**src/rtl/core/bitmap_block_allocator_top_macros.svh**
```systemverilog
// Assertion macros for the bitmap block allocator RTL.
// Included by the files that carry concurrent assertions; no other dependencies.
`ifndef BITMAP_BLOCK_ALLOCATOR_TOP_MACROS_SVH
`define BITMAP_BLOCK_ALLOCATOR_TOP_MACROS_SVH

// Same-cycle implication, disabled while reset is asserted.
`define BBA_ASSERT_IMP(name, clk, rstn, ante, cons, msg) \
  name: assert property (@(posedge clk) disable iff (!rstn) (ante) |-> (cons)) \
    else $error(msg);

// Next-cycle implication, disabled while reset is asserted.
`define BBA_ASSERT_NEXT(name, clk, rstn, ante, cons, msg) \
  name: assert property (@(posedge clk) disable iff (!rstn) (ante) |=> (cons)) \
    else $error(msg);

`endif

```
**src/rtl/core/bba_ram.sv**
```systemverilog
// Generic single-clock RAM with one write port and one registered read port.
// No dependencies.
`timescale 1ns / 1ps

module bba_ram #(
  parameter int unsigned WIDTH = 32,
  parameter int unsigned DEPTH = 64
) (
  input  logic                     clk_i,
  input  logic                     we_i,
  input  logic [$clog2(DEPTH)-1:0] waddr_i,
  input  logic [WIDTH-1:0]         wdata_i,
  input  logic [$clog2(DEPTH)-1:0] raddr_i,
  output logic [WIDTH-1:0]         rdata_o
);

  logic [WIDTH-1:0] mem_q [DEPTH];

  always_ff @(posedge clk_i) begin
    if (we_i) begin
      mem_q[waddr_i] <= wdata_i;
    end
    rdata_o <= mem_q[raddr_i];
  end

endmodule

```
**config.mk**
```make
export PLATFORM = sky130hd
export DESIGN_NAME = bba_ram
export DESIGN_NICKNAME = d
export VERILOG_FILES = /design/src/rtl/core/bitmap_block_allocator_top_macros.svh /design/src/rtl/core/bba_ram.sv
export SDC_FILE = /design/constraint.sdc
export NUM_CORES = 2
export LEC_CHECK = 0
export BUFFER_PORTS_ARGS = -buffer_cell sky130_fd_sc_hd__buf_2
export CORE_MARGIN = 3
export CORE_UTILIZATION = 59
export CTS_CLUSTER_SIZE = 12
export DETAILED_ROUTE_END_ITERATION = 16
export PLACE_DENSITY = 0.76
export SLEW_MARGIN = 25
export SYNTH_ARGS = -nofsm -noshare
export SYNTH_HDL_FRONTEND = slang
export SYNTH_SLANG_ARGS = --single-unit
```
**constraint.sdc**
```tcl
create_clock -name clk_i -period 4.1 [get_ports clk_i]
set_clock_uncertainty 0.15 [all_clocks]
set_input_delay 0.41 -clock clk_i [delete_from_list [all_inputs] [get_ports clk_i]]
set_output_delay 0.41 -clock clk_i [all_outputs]
set_load 0.01 [all_outputs]
```
==> results_tabular.tex <==
\begin{tabular}{lr}
\hline
Metric & Value \\
\hline
\multicolumn{2}{l}{\textbf{Timing}} \\
\quad Transition time of the tightest slew-check pin & 1.148 ns \\
\quad Hold Worst Slack & -0.003527 ns \\
\quad Worst slew margin & 23.25\% \\
\quad Number of max-slew violations in the final report & 0 \\
\quad Setup TNS & 0 ns \\
\quad Final setup fails & 0 \\
\quad Final critical delay including setup and external delays & 3.201 ns \\
\quad Final Hold Viols & 3 \\
\quad Share of the clock period used by the worst path after layout & 78.07\% \\
\quad Timing-limited maximum frequency & 312.4 MHz \\
\quad RSZ-0062 raised after global routing & no \\
\multicolumn{2}{l}{\textbf{Floorplan}} \\
\quad I/O pin count & 78 \\
\quad Number of placement rows & 133 \\
\quad Core box area & 131,800 um\^{}2 \\
\quad DIE HEIGHT & 370.8 um \\
\quad Die width & 370.8 um \\
\quad Full die area & 137,500 um\^{}2 \\
\quad Initial Utilization & 59.57\% \\
\multicolumn{2}{l}{\textbf{Clocking}} \\
\quad Clock transition at the register clock pins on the worst setup and hold paths after CTS & 0.06 ns \\
\quad Post-CTS Setup Bufs & 0 \\
\quad H-tree lvl count & 4 \\
\quad Clock net sink count & 2,080 \\
\quad CTS tree & done \\
\quad Root Driver & clkbuf\_16 \\
\quad Clock insertion delay at the later pin of the skew report & 0.81 ns \\
\quad Total CTS buffers & 200 \\
\quad Bufs on Longest Clock Path & 3 \\
\multicolumn{2}{l}{\textbf{Pwr}} \\
\quad Areal power density over the cells & 482.9 nW/um\^{}2 \\
\quad Total leakage power & 27.59 nW \\
\quad Peak VDD IR & 0.5063 mV \\
\multicolumn{2}{l}{\textbf{Job}} \\
\quad Count of max-cap constraint violations & 0 \\
\multicolumn{2}{l}{\textbf{Routing}} \\
\quad Number of remaining DRC errors & 0 \\
\quad Final routed wire length divided by cell count & 37.12 um \\
\quad Overall routed net length & 203,500 um \\
\quad Antenna viol nets, final & 0 \\
\quad Via/cell ratio & 7.015 \\
\quad First-pass DRT Iterations & 5 \\
\quad DR vias & 38,470 \\
\quad Iteration-0 DRC Markers & 6,058 \\
\multicolumn{2}{l}{\textbf{Synth}} \\
\quad Register area share after synthesis & 79.14\% \\
\quad Synthesized instance count & 3,324 \\
\quad Netlist area before placement & 78,520 um\^{}2 \\
\quad Number of enable flip-flop cells after synthesis & 2,048 \\
\quad Async set-or-reset flop fraction in the synthesized netlist & 0\% \\
\quad FF+latch count, synth & 2,080 \\
\quad Cell variety after synth & 34 \\
\quad Net count of the mapped netlist & 3,370 \\
\quad Post-synth top flop & edfxtp\_1 \\
\quad Synthesis Warnings & 0 \\
\quad Post-synthesis average cell area & 23.62 um\^{}2 \\
\multicolumn{2}{l}{\textbf{Global routing}} \\
\quad Total global routing track utilization & 30.40\% \\
\quad Antenna violations before repair & 18 \\
\quad Via count of the first global-routing pass & 39,850 \\
\quad Wire length of the first global-routing pass & 291,200 um \\
\quad Pin count of the biggest net entering global routing & 73 \\
\quad Gr ovfl total & 0 \\
\multicolumn{2}{l}{\textbf{Worst setup path}} \\
\quad Critical-path top delay cell & o32ai\_1 \\
\quad Maximum fanout encountered on the critical timing path & 27 \\
\quad WP data arrival & 3.66 ns \\
\quad Critical path data required time & 4.56 ns \\
\quad Cell family with most CP delay & buffers and inverters \\
\quad List of cells traversed by the critical path & dlygate4sd3\_1 -> buf\_2 -> buf\_4 -> nand2b\_1 -> o32ai\_1 -> nor3\_1 \\
\quad Number of buffer and inverter instances along the worst setup path & 3 \\
\quad Critical path class & input port to flip-flop \\
\quad Critical path endpoint category & flip-flop \\
\quad Delay of the slowest cell on the worst path & 1.17 ns \\
\quad FF-to-FF setup slack & 1.48 ns \\
\quad Sort of element at the start of the critical path & input port \\
\multicolumn{2}{l}{\textbf{Finish}} \\
\quad Ratio of cells with drive above 1 in the final layout & 29.54\% \\
\quad Final non-filler cell area & 88,600 um\^{}2 \\
\quad Highest-count cells in the layout ignoring fill and taps & edfxtp\_1, mux4\_2, clkbuf\_16 \\
\quad Most common cell after layout, fill and taps aside & edfxtp\_1 \\
\quad Area added between synthesis and finish & 12.85\% \\
\quad Nets & 3,640 \\
\multicolumn{2}{l}{\textbf{Outcome}} \\
\quad Result of the run & complete, but fails checks \\
\quad Violations in the final reports & hold timing \\
\multicolumn{2}{l}{\textbf{Placement}} \\
\quad Cell area after placement & 82,650 um\^{}2 \\
\quad Port bufs & 77 \\
\quad Post-DP HPWL & 111,500 um \\
\quad Final weighted congestion in routability-driven placement & 0.8061 \\
\multicolumn{2}{l}{\textbf{Worst hold path}} \\
\quad Path class of the lowest-slack min-delay path & input port to flip-flop \\
\hline
\end{tabular}
-- power breakdown --
group | switching, W | total, W | internal [W] | leakage, nW
clock | 0.00748 | 0.0169 | 0.00945 | 2.83
combinational | 0.00137 | 0.00219 | 0.000823 | 6.08
sequential | 0.000120 | 0.0237 | 0.0235 | 18.7
-- timing repair --
action / CTS / global route
resized for setup: 0 / 0
hold endpoints to repair: 1 / 0
setup endpoints to repair: 0 / 0
hold buffers: 1 / 0
-- state kept, by name, indices dropped and copies added (netlist names) --
| register | cells |
|---|---|
| mem_q | 2048 |
| rdata_o | 32 |
-- kinds of logic after synthesis --
group / count (synthesis) / share of synthesized area (%)
compound gates: 202 / 1.673
simple gates: 223 / 1.265
buf+inv: 182 / 1.128
flops: 2080 / 79.14
mux: 637 / 16.79
-- routing by layer --
layer | GRT usage, % | vias up | share of wire (%)
met4 | 11.96 | 4 | 3.9
met1 | 41.19 | 20220 | 34
met2 | 46.77 | 2972 | 48
met3 | 9.787 | 497 | 14
met5 | 0 | - | 0.014
li1 | - | 14780 | -
-- final cells by class --
cell class | count | area, um^2
Fill cell | 7751 | 43190
Tap cell | 1755 | 2196
Timing Repair Buffer | 250 | 2437
Clock buffer | 296 | 5550
Multi-Input combinational cell | 1062 | 15980
Clock inverter | 32 | 276.5
Antenna cell | 9 | 22.52
Sequential cell | 2080 | 62140
-- per-stage QoR --
stage          cells  util, %  total power, W  worst slack, ns  hold slack [ns]
6_report        5484    67.23         0.04279           0.8990        -0.003527
4_1_cts         5475    67.14         0.04291            1.157          0.08094
2_1_floorplan   3324        -         0.02520           0.3802           0.3589
3_5_place_dp    5146    62.71         0.02624           0.5170           0.5688
3_3_place_gp    5146    62.71         0.02616           0.5811           0.5371
5_1_grt         5477    67.21         0.04381            1.080         0.004733
-- synth_stat cells (all sizes together) (3+ instances only) --
library cell	count	share of area, %
a41o	4	0.051
nand3	5	0.032
a311oi	8	0.089
mux4	544	16
buf	108	0.77
o22ai	84	0.67
clkbuf	74	0.35
o32ai	4	0.045
o221ai	27	0.30
mux2i	93	1.2
or3b	5	0.056
a21oi	62	0.40
nor2	137	0.65
a22oi	12	0.11
or2	3	0.024
nand2	26	0.12
or3	3	0.024
nor2b	15	0.12
nand2b	8	0.064
and3	4	0.032
nand3b	5	0.048
edfxtp	2048	78
dfxtp	32	0.82
nor3	7	0.045
-- worst paths after layout --
check	endpoint	depth (start not counted)	from
setup / recovery	rdata_o[20]	6	raddr_i[4]
hold / removal	mem_q[51][24]	1	wdata_i[24]
setup reg to reg	rdata_o[26]	4	mem_q[33][26]
hold reg to reg	rdata_o[8]	4	mem_q[28][8]
Power figures use the tool's default switching activity.
