--- src/rtl/core/bitmap_block_allocator_top_macros.svh ---
// Assertion macros for the bitmap block allocator RTL.
// Included by the files that carry concurrent assertions; no other dependencies.
`ifndef BITMAP_BLOCK_ALLOCATOR_TOP_MACROS_SVH
`define BITMAP_BLOCK_ALLOCATOR_TOP_MACROS_SVH

// Same-cycle implication, disabled while reset is asserted.
`define BBA_ASSERT_IMP(name, clk, rstn, ante, cons, msg) \
  name: assert property (@(posedge clk) disable iff (!rstn) (ante) |-> (cons)) \
    else $error(msg);

// Next-cycle implication, disabled while reset is asserted.
`define BBA_ASSERT_NEXT(name, clk, rstn, ante, cons, msg) \
  name: assert property (@(posedge clk) disable iff (!rstn) (ante) |=> (cons)) \
    else $error(msg);

`endif

--- src/rtl/core/bba_pkg.sv ---
// Package for the bitmap block allocator: payload structs, codes and helpers.
// No dependencies; used by bba_regs and bitmap_block_allocator_top.
`timescale 1ns / 1ps

package bba_pkg;

  localparam int unsigned NBLOCKS_DEF = 65536;
  localparam int unsigned WORD_W      = 32;

  localparam logic [16:0] TOTAL_RST = 17'd65536;
  localparam logic [16:0] META_RST  = 17'd0;

  // Register select, taken from address bit 2.
  localparam logic REG_TOTAL = 1'b0;
  localparam logic REG_META  = 1'b1;

  typedef enum logic [2:0] {
    OP_FORMAT  = 3'd0,
    OP_ALLOC   = 3'd1,
    OP_RELEASE = 3'd2,
    OP_TEST    = 3'd3,
    OP_RAW     = 3'd4
  } op_e;

  typedef enum logic [1:0] {
    STAT_OK     = 2'd0,
    STAT_NOFREE = 2'd1,
    STAT_RANGE  = 2'd2
  } status_e;

  typedef enum logic [2:0] {
    ST_SWEEP,
    ST_IDLE,
    ST_AL_SUM,
    ST_AL_MAP,
    ST_RMW
  } state_e;

  typedef struct packed {
    logic [2:0]  opcode;
    logic [15:0] block_index;
    logic        bit_value;
  } bba_in_t;

  typedef struct packed {
    logic [15:0] result_block;
    logic        bit_read;
    logic [16:0] free_count;
    status_e     status;
  } bba_out_t;

  typedef struct packed {
    logic [16:0] total;
    logic [16:0] meta;
  } cfg_t;

  // Ones in every bit position p of unit 'unit' with unit*32 + p < cnt.
  function automatic logic [31:0] fill_mask(input logic [16:0] unit, input logic [16:0] cnt);
    logic [31:0] m;
    m = '0;
    if (unit < (cnt >> 5)) begin
      m = '1;
    end else if (unit == (cnt >> 5)) begin
      m = (32'd1 << cnt[4:0]) - 32'd1;
    end
    return m;
  endfunction

  // Lowest clear bit of a word: {found, index}.
  function automatic logic [5:0] ffz32(input logic [31:0] w);
    logic [5:0] r;
    r = '0;
    for (int i = 31; i >= 0; i--) begin
      if (!w[i]) begin
        r = {1'b1, 5'(i)};
      end
    end
    return r;
  endfunction

endpackage

--- src/rtl/core/bba_regs.sv ---
// APB-style configuration registers of the bitmap block allocator.
// Depends on bba_pkg for the register selects, reset values and cfg_t.
`timescale 1ns / 1ps

module bba_regs (
  input  logic          clk_i,
  input  logic          rst_ni,
  input  logic          psel,
  input  logic          penable,
  input  logic          pwrite,
  input  logic [2:0]    paddr,
  input  logic [31:0]   pwdata,
  output logic [31:0]   prdata,
  output logic          pready,
  output bba_pkg::cfg_t cfg_o
);
  import bba_pkg::*;

  logic [16:0] total_q, total_d;
  logic [16:0] meta_q, meta_d;
  logic        wr_en;

  assign wr_en  = psel && penable && pwrite;
  assign pready = 1'b1;

  always_comb begin
    total_d = total_q;
    meta_d  = meta_q;
    if (wr_en) begin
      case (paddr[2])
        REG_TOTAL: total_d = pwdata[16:0];
        REG_META:  meta_d  = pwdata[16:0];
        default:   total_d = total_q;
      endcase
    end
  end

  always_comb begin
    case (paddr[2])
      REG_TOTAL: prdata = {15'd0, total_q};
      REG_META:  prdata = {15'd0, meta_q};
      default:   prdata = '0;
    endcase
  end

  always_ff @(posedge clk_i or negedge rst_ni) begin
    if (!rst_ni) begin
      total_q <= TOTAL_RST;
      meta_q  <= META_RST;
    end else begin
      total_q <= total_d;
      meta_q  <= meta_d;
    end
  end

  assign cfg_o = '{total: total_q, meta: meta_q};

endmodule

--- config.mk ---
export PLATFORM = sky130hd
export DESIGN_NAME = bba_regs
export DESIGN_NICKNAME = d
export VERILOG_FILES = /design/src/rtl/core/bitmap_block_allocator_top_macros.svh /design/src/rtl/core/bba_pkg.sv /design/src/rtl/core/bba_regs.sv
export SDC_FILE = /design/constraint.sdc
export NUM_CORES = 1
export LEC_CHECK = 0
export ABC_AREA = 1
export BUFFER_PORTS_ARGS = -buffer_cell sky130_fd_sc_hd__buf_4
export CAP_MARGIN = 10
export CORE_UTILIZATION = 39
export DETAILED_ROUTE_END_ITERATION = 10
export GPL_TIMING_DRIVEN = 0
export PLACE_DENSITY = 0.76
export SYNTH_ARGS = -nofsm -noshare
export SYNTH_HDL_FRONTEND = slang
export SYNTH_SLANG_ARGS = --single-unit
--- constraint.sdc ---
create_clock -name clk_i -period 1 [get_ports clk_i]
set_clock_uncertainty 0.2 [all_clocks]
set_input_delay 0.15 -clock clk_i [delete_from_list [all_inputs] [get_ports clk_i]]
set_output_delay 0.15 -clock clk_i [all_outputs]
set_load 0.03 [all_outputs]
==> results_dict.tcl, run 1 <==
set metrics [dict create \
    drt-initial-drc-count 133 \
    antenna_found_initial 0 \
    setup_viol 54 \
    hold_ws_ps -49.1 \
    run_status "finished with violations" \
    rows 24 \
    cts_max_path_buffers 2 \
    n_antenna_cell 0 \
    chipHeight_um 69.5 \
    die_w_um 69.5 \
    critPathArrivalTime_ps 1090 \
    crit_slowest_cell "dfstp_2" \
    p_leak_nw 1.78 \
    syn_to_final_growth_pct 93.1 \
    cts_root_buffer "clkbuf_8" \
    synthDominantCellAreaShare_pct 46.5 \
    worstSetupStartpointType "flop" \
    min_path_cells 3 \
    yosysSeqAreaShare_pct 48.0 \
    drt_wl_total_um 5730 \
    cts_hold_buf 18 \
    numClockSinks 34 \
    grtUsageTotal_pct 24.4 \
    maxCapViolations 0 \
    drive_gt1_share_pct 61.9 \
    placed_cell_area_um2 2800 \
    final_nets 388 \
    dpl.hpwl_um 3550 \
    avgSynthCellArea_um2 7.97 \
    num_vias 1914 \
    dieArea_um2 4830 \
    avgRoutedWirePerCell_um 14.3 \
    yosys.cell_types.count 14 \
    yosysTopAreaCell "dfrtp_1" \
    ir_drop_v 0.000957 \
    reg2reg_depth 4 \
    worst_slack_ps -441 \
    min_period_ps 1440 \
    holdCritPathClass "input pin to flop" \
    drt.antenna.violating_nets 0 \
    rsz0062_at_grt "yes" \
    clk_latency_ps 290 \
    critPathKind "flop to output port" \
    dr.pass1.iters 4 \
    grt_util_met3_pct 5.67 \
    grt_max_degree 35 \
    min_to "meta_q[16]" \
    clkTransAtPathRegs_ps 80 \
    fp.coreArea_um2 4350 \
    max_freq_ghz 0.694 \
    viasPerCell 4.77 \
    finalMaxSlewViolations 0 \
    report.final.hold_viol_count 5 \
    overflow 0 \
    route.detailed.drc 0 \
    violations "negative hold slack, negative setup slack" \
    path_cells "nand2_2, nand2_4, buf_6" \
    grt_pass1_vias 1833 \
    design_area_um2 3430 \
    critical_path_required_ps 650 \
    place.gp.congestion 0.694 \
    cts_tree "built" \
    critPathMaxFanout 3 \
    layout_commonest_cell "buf_6" \
    synthTopCellsByArea "dfrtp_1, nand2_1, nand3_1" \
    r2r_slack_ps -60 \
    synth_area_um2 1780 \
    busiest_layer "met2" \
    netlist_instances 223 \
    cts_made_buffers 5 \
    dp_slack_ps -169 \
    reg2reg_from "total_q[4]" \
    port_buffers 72 \
    grt_pass1_wl_um 9030 \
    power_density_nw_per_um2 1760 \
    post-route-util_pct 78.8 \
    setup.worst_path.end_class "output port" \
    r2r_end "total_q[4]" \
    io_pins 107 \
    h-tree-depth 2 \
    ys_seq_elements 34 \
    met2_usage_pct 43.7 \
    fin_crit_sh_pct 144 \
    start_util_pct 40.8 \
    min_from "paddr[2]" \
    cpPeakStageDelay_ps 550 \
    yosys_warnings 0 \
    grt_use_met1_pct 29.2 \
    final_cell_mix "buf_6, nand2_1, buf_4, nand3_1, dfrtp_2" \
]
==> flip-flops by register name (all words and copies together) (netlist names) <==
register,cells
meta_q,17
total_q,17
==> power by group <==
part / internal [mW] / switching [mW] / total, mW
logic: 1.35 / 1.59 / 2.94
clock network: 0.553 / 0.532 / 1.08
registers: 1.69 / 0.331 / 2.02
total: 3.59 / 2.45 / 6.05
==> per-stage QoR <==
step	total power [mW]	hold slack (ps)	setup TNS [ps]	std cells
5_1_grt	6.31	-50.2	-15560	401
2_1_floorplan	3.52	-346	-645	237
3_3_place_gp	4.33	-78.8	-6010	361
3_5_place_dp	4.38	-74.5	-6870	361
4_1_cts	5.88	-54.4	-13510	394
6_report	6.05	-49.1	-14070	401
==> worst max-delay path by stage <==
stage | cells after the start | end | startpoint | slack (ps)
floorplan | 2 | prdata[16] | total_q[16] | -170
global placement | 6 | prdata[10] | paddr[2] | -170
detailed placement | 6 | prdata[10] | paddr[2] | -170
CTS | 3 | prdata[16] | total_q[16] | -440
global route | 3 | prdata[16] | total_q[16] | -460
finish | 3 | prdata[16] | total_q[16] | -440
==> Yosys cell counts <==
cell	n
buf_2	1
buf_4	16
buf_6	10
clkbuf_1	1
conb_1	2
dfrtp_1	33
dfstp_2	1
inv_2	2
nand2_1	119
nand2_2	1
nand3_1	34
nand4_2	1
nand4_4	1
nor2_4	1
==> layout make-up <==
class | instances | area (µm²)
clock inverter | 2 | 12.5
sequential | 34 | 892
buffer | 28 | 284
fill | 290 | 923
inverter | 2 | 20.0
clock buffer | 6 | 82.6
multi-input combinational | 173 | 1020
tap | 52 | 65.1
timing repair buffer | 104 | 1060
==> worst max-delay path: cells and delay by family (launching register included) <==
kind	cells	cell delay, ps
flip-flops	1	550
buffers and inverters	1	120
AND/OR/NAND/NOR	2	120
==> cell families (layout without fill, tap and decap cells) <==
group	Yosys count	after routing	synth area share, %
buffers and inverters	30	142	14.0
and+or+nand+nor	157	157	37.6
other	2	16	0.423
DFF	34	34	48.0
==> timing repair <==
| item | CTS | global route |
|---|---|---|
| pin swaps | 18 | 12 |
| cloned | 0 | 0 |
| resized for setup | 50 | 17 |
| endpoints found under the setup margin | 51 | 59 |
| setup buffers | 7 | 7 |
| endpoints found under the hold margin | 68 | 4 |
==> metal layers <==
| layer | part of all wire, % | routed length, µm |
|---|---|---|
| met1 | 38 | 2160 |
| met2 | 53 | 3040 |
| met3 | 7.1 | 405 |
| met4 | 2.1 | 121 |
| met5 | 0 | 0 |
Power figures use the tool's default switching activity.
==> run 2: changes to the inputs <==
Settings changed: CELL_PAD_IN_SITES_DETAIL_PLACEMENT set to 0, CELL_PAD_IN_SITES_GLOBAL_PLACEMENT set to 1, CORE_UTILIZATION 39 to 26, PLACE_DENSITY 0.76 to not set, PLACE_DENSITY_LB_ADDON set to 0.1.
==> results_dict.tcl, run 2 (synthesized netlist as in run 1, its figures left out) <==
set metrics [dict create \
    port_buffers 72 \
    route.detailed.drc 0 \
    grtUsageTotal_pct 16.5 \
    holdCritPathClass "input pin to flop" \
    drt.antenna.violating_nets 0 \
    setup.worst_path.end_class "output port" \
    worstSetupStartpointType "flop" \
    clk_latency_ps 280 \
    power_density_nw_per_um2 1710 \
    met2WireLength_um 2760 \
    drive_gt1_share_pct 61.9 \
    reg.largest.list "meta_q x17, total_q x17" \
    clkTransAtPathRegs_ps 60 \
    place.gp.congestion 0.687 \
    ir_drop_v 0.000692 \
    cts_max_path_buffers 2 \
    violations "negative hold slack, negative setup slack" \
    dp_cells 386 \
    drt-initial-drc-count 78 \
    viasPerCell 4.36 \
    maxCapViolations 0 \
    dr.pass1.iters 6 \
    fin_crit_sh_pct 142 \
    min_period_ps 1420 \
    grt_pass1_wl_um 9110 \
    critPathArrivalTime_ps 1070 \
    setup_tns_ps -13030 \
    fin_cells 416 \
    rsz0062_at_grt "yes" \
    wl_met1_um 2500 \
    p_leak_nw 1.73 \
    chipHeight_um 84.7 \
    antenna_found_initial 0 \
    critPathKind "flop to output port" \
    dpl.hpwl_um 3750 \
    grt_max_degree 35 \
    drt_wl_total_um 5600 \
    finalPower_mw 5.76 \
    routed-wl-met3_um 304 \
    critical_path_required_ps 650 \
    final.fill_count 656 \
    dp_slack_ps -176 \
    io_pins 107 \
    critPathMaxFanout 3 \
    layout_commonest_cell "nand2_1" \
    finalMaxSlewViolations 0 \
    max_freq_ghz 0.703 \
    n_antenna_cell 0 \
    dieArea_um2 7170 \
    overflow 0 \
    rows 29 \
    num_vias 1812 \
    setup_viol 51 \
    numClockSinks 34 \
    fp.coreArea_um2 6460 \
    h-tree-depth 2 \
    die_w_um 84.7 \
    grt_pass1_vias 1747 \
    avgRoutedWirePerCell_um 13.5 \
    final_nets 379 \
    routed.top_layer "met4" \
    final_cell_mix "nand2_1, buf_6, buf_4, dfrtp_2, nand3_1" \
    cts_root_buffer "clkbuf_8" \
    run_status "finished with violations" \
    syn_to_final_growth_pct 89.6 \
    cts_made_buffers 5 \
    worst_slack_ps -423 \
    report.final.hold_viol_count 5 \
    cts_tree "built" \
    hold_ws_ps -54.1 \
    start_util_pct 27.5 \
    cts_hold_buf 18 \
    r2r_slack_ps 30 \
]
-- run 2: cell count changes in the layout (fill, tap and decap cells not counted) --
cell / before / now
nand3_1: 33 / 29
clkinvlp_4: 1 / 0
buf_6: 69 / 61
buf_4: 41 / 40
clkbuf_8: 7 / 6
clkinv_2: 1 / 2
nand3_2: 1 / 5
-- run 2: what timing repair did --
action | 4_1_cts | 5_1_grt
pin swaps | 13 | 11
cloned | 0 | 0
resized for setup | 50 | 13
endpoints found under the setup margin | 51 | 60
endpoints found under the hold margin | 68 | 4
setup buffers | 4 | 1
-- run 2: metal layers --
metal | vias to the layer above | global-route usage, %
met3 | 4 | 3.64
met4 | 0 | 3.70
met1 | 847 | 21.7
met2 | 64 | 27.9
met5 | - | 0
li1 | 897 | -
-- run 2: final timing paths --
kind	start	endpoint	depth (start not counted)
worst max-delay path	total_q[16]	prdata[16]	3
worst min-delay path	paddr[2]	meta_q[0]	3
worst max register to register	total_q[12]	total_q[12]	3
worst min register to register	total_q[16]	total_q[16]	2
max in group asynchronous	rst_ni	total_q[16]	2
min in group asynchronous	rst_ni	total_q[12]	2
-- run 2: through the flow --
step | instance area (µm²) | util (%)
after floorplan | 2200 | -
after global placement | 2840 | 43.9
after detailed placement | 2840 | 43.9
after CTS | 3310 | 51.3
after global routing | 3370 | 52.2
final | 3370 | 52.2
-- run 2: report_power, final --
| part | internal, mW | leakage [nW] | switching (mW) |
|---|---|---|---|
| clock network | 0.467 | 0.0438 | 0.510 |
| registers | 1.69 | 0.386 | 0.335 |
| logic | 1.24 | 1.30 | 1.52 |
-- run 2: critical path: stages (launching register included) --
cell and delay (ps):
dfstp_2 550, nand2_2 60, nand2_4 50, buf_6 120
-- run 2: area by class of cell --
| type | instances | area (µm²) | share of cell area (%) |
|---|---|---|---|
| plain buffers | 28 | 284 | 8.43 |
| flip-flops and latches | 34 | 892 | 26.5 |
| multi-input cells | 173 | 1040 | 30.8 |
| clock inverters | 2 | 10.0 | 0.297 |
| repair buffers | 95 | 960 | 28.5 |
| well taps | 77 | 96.3 | 2.86 |
| inverters | 2 | 20.0 | 0.594 |
| clock buffers | 5 | 68.8 | 2.04 |
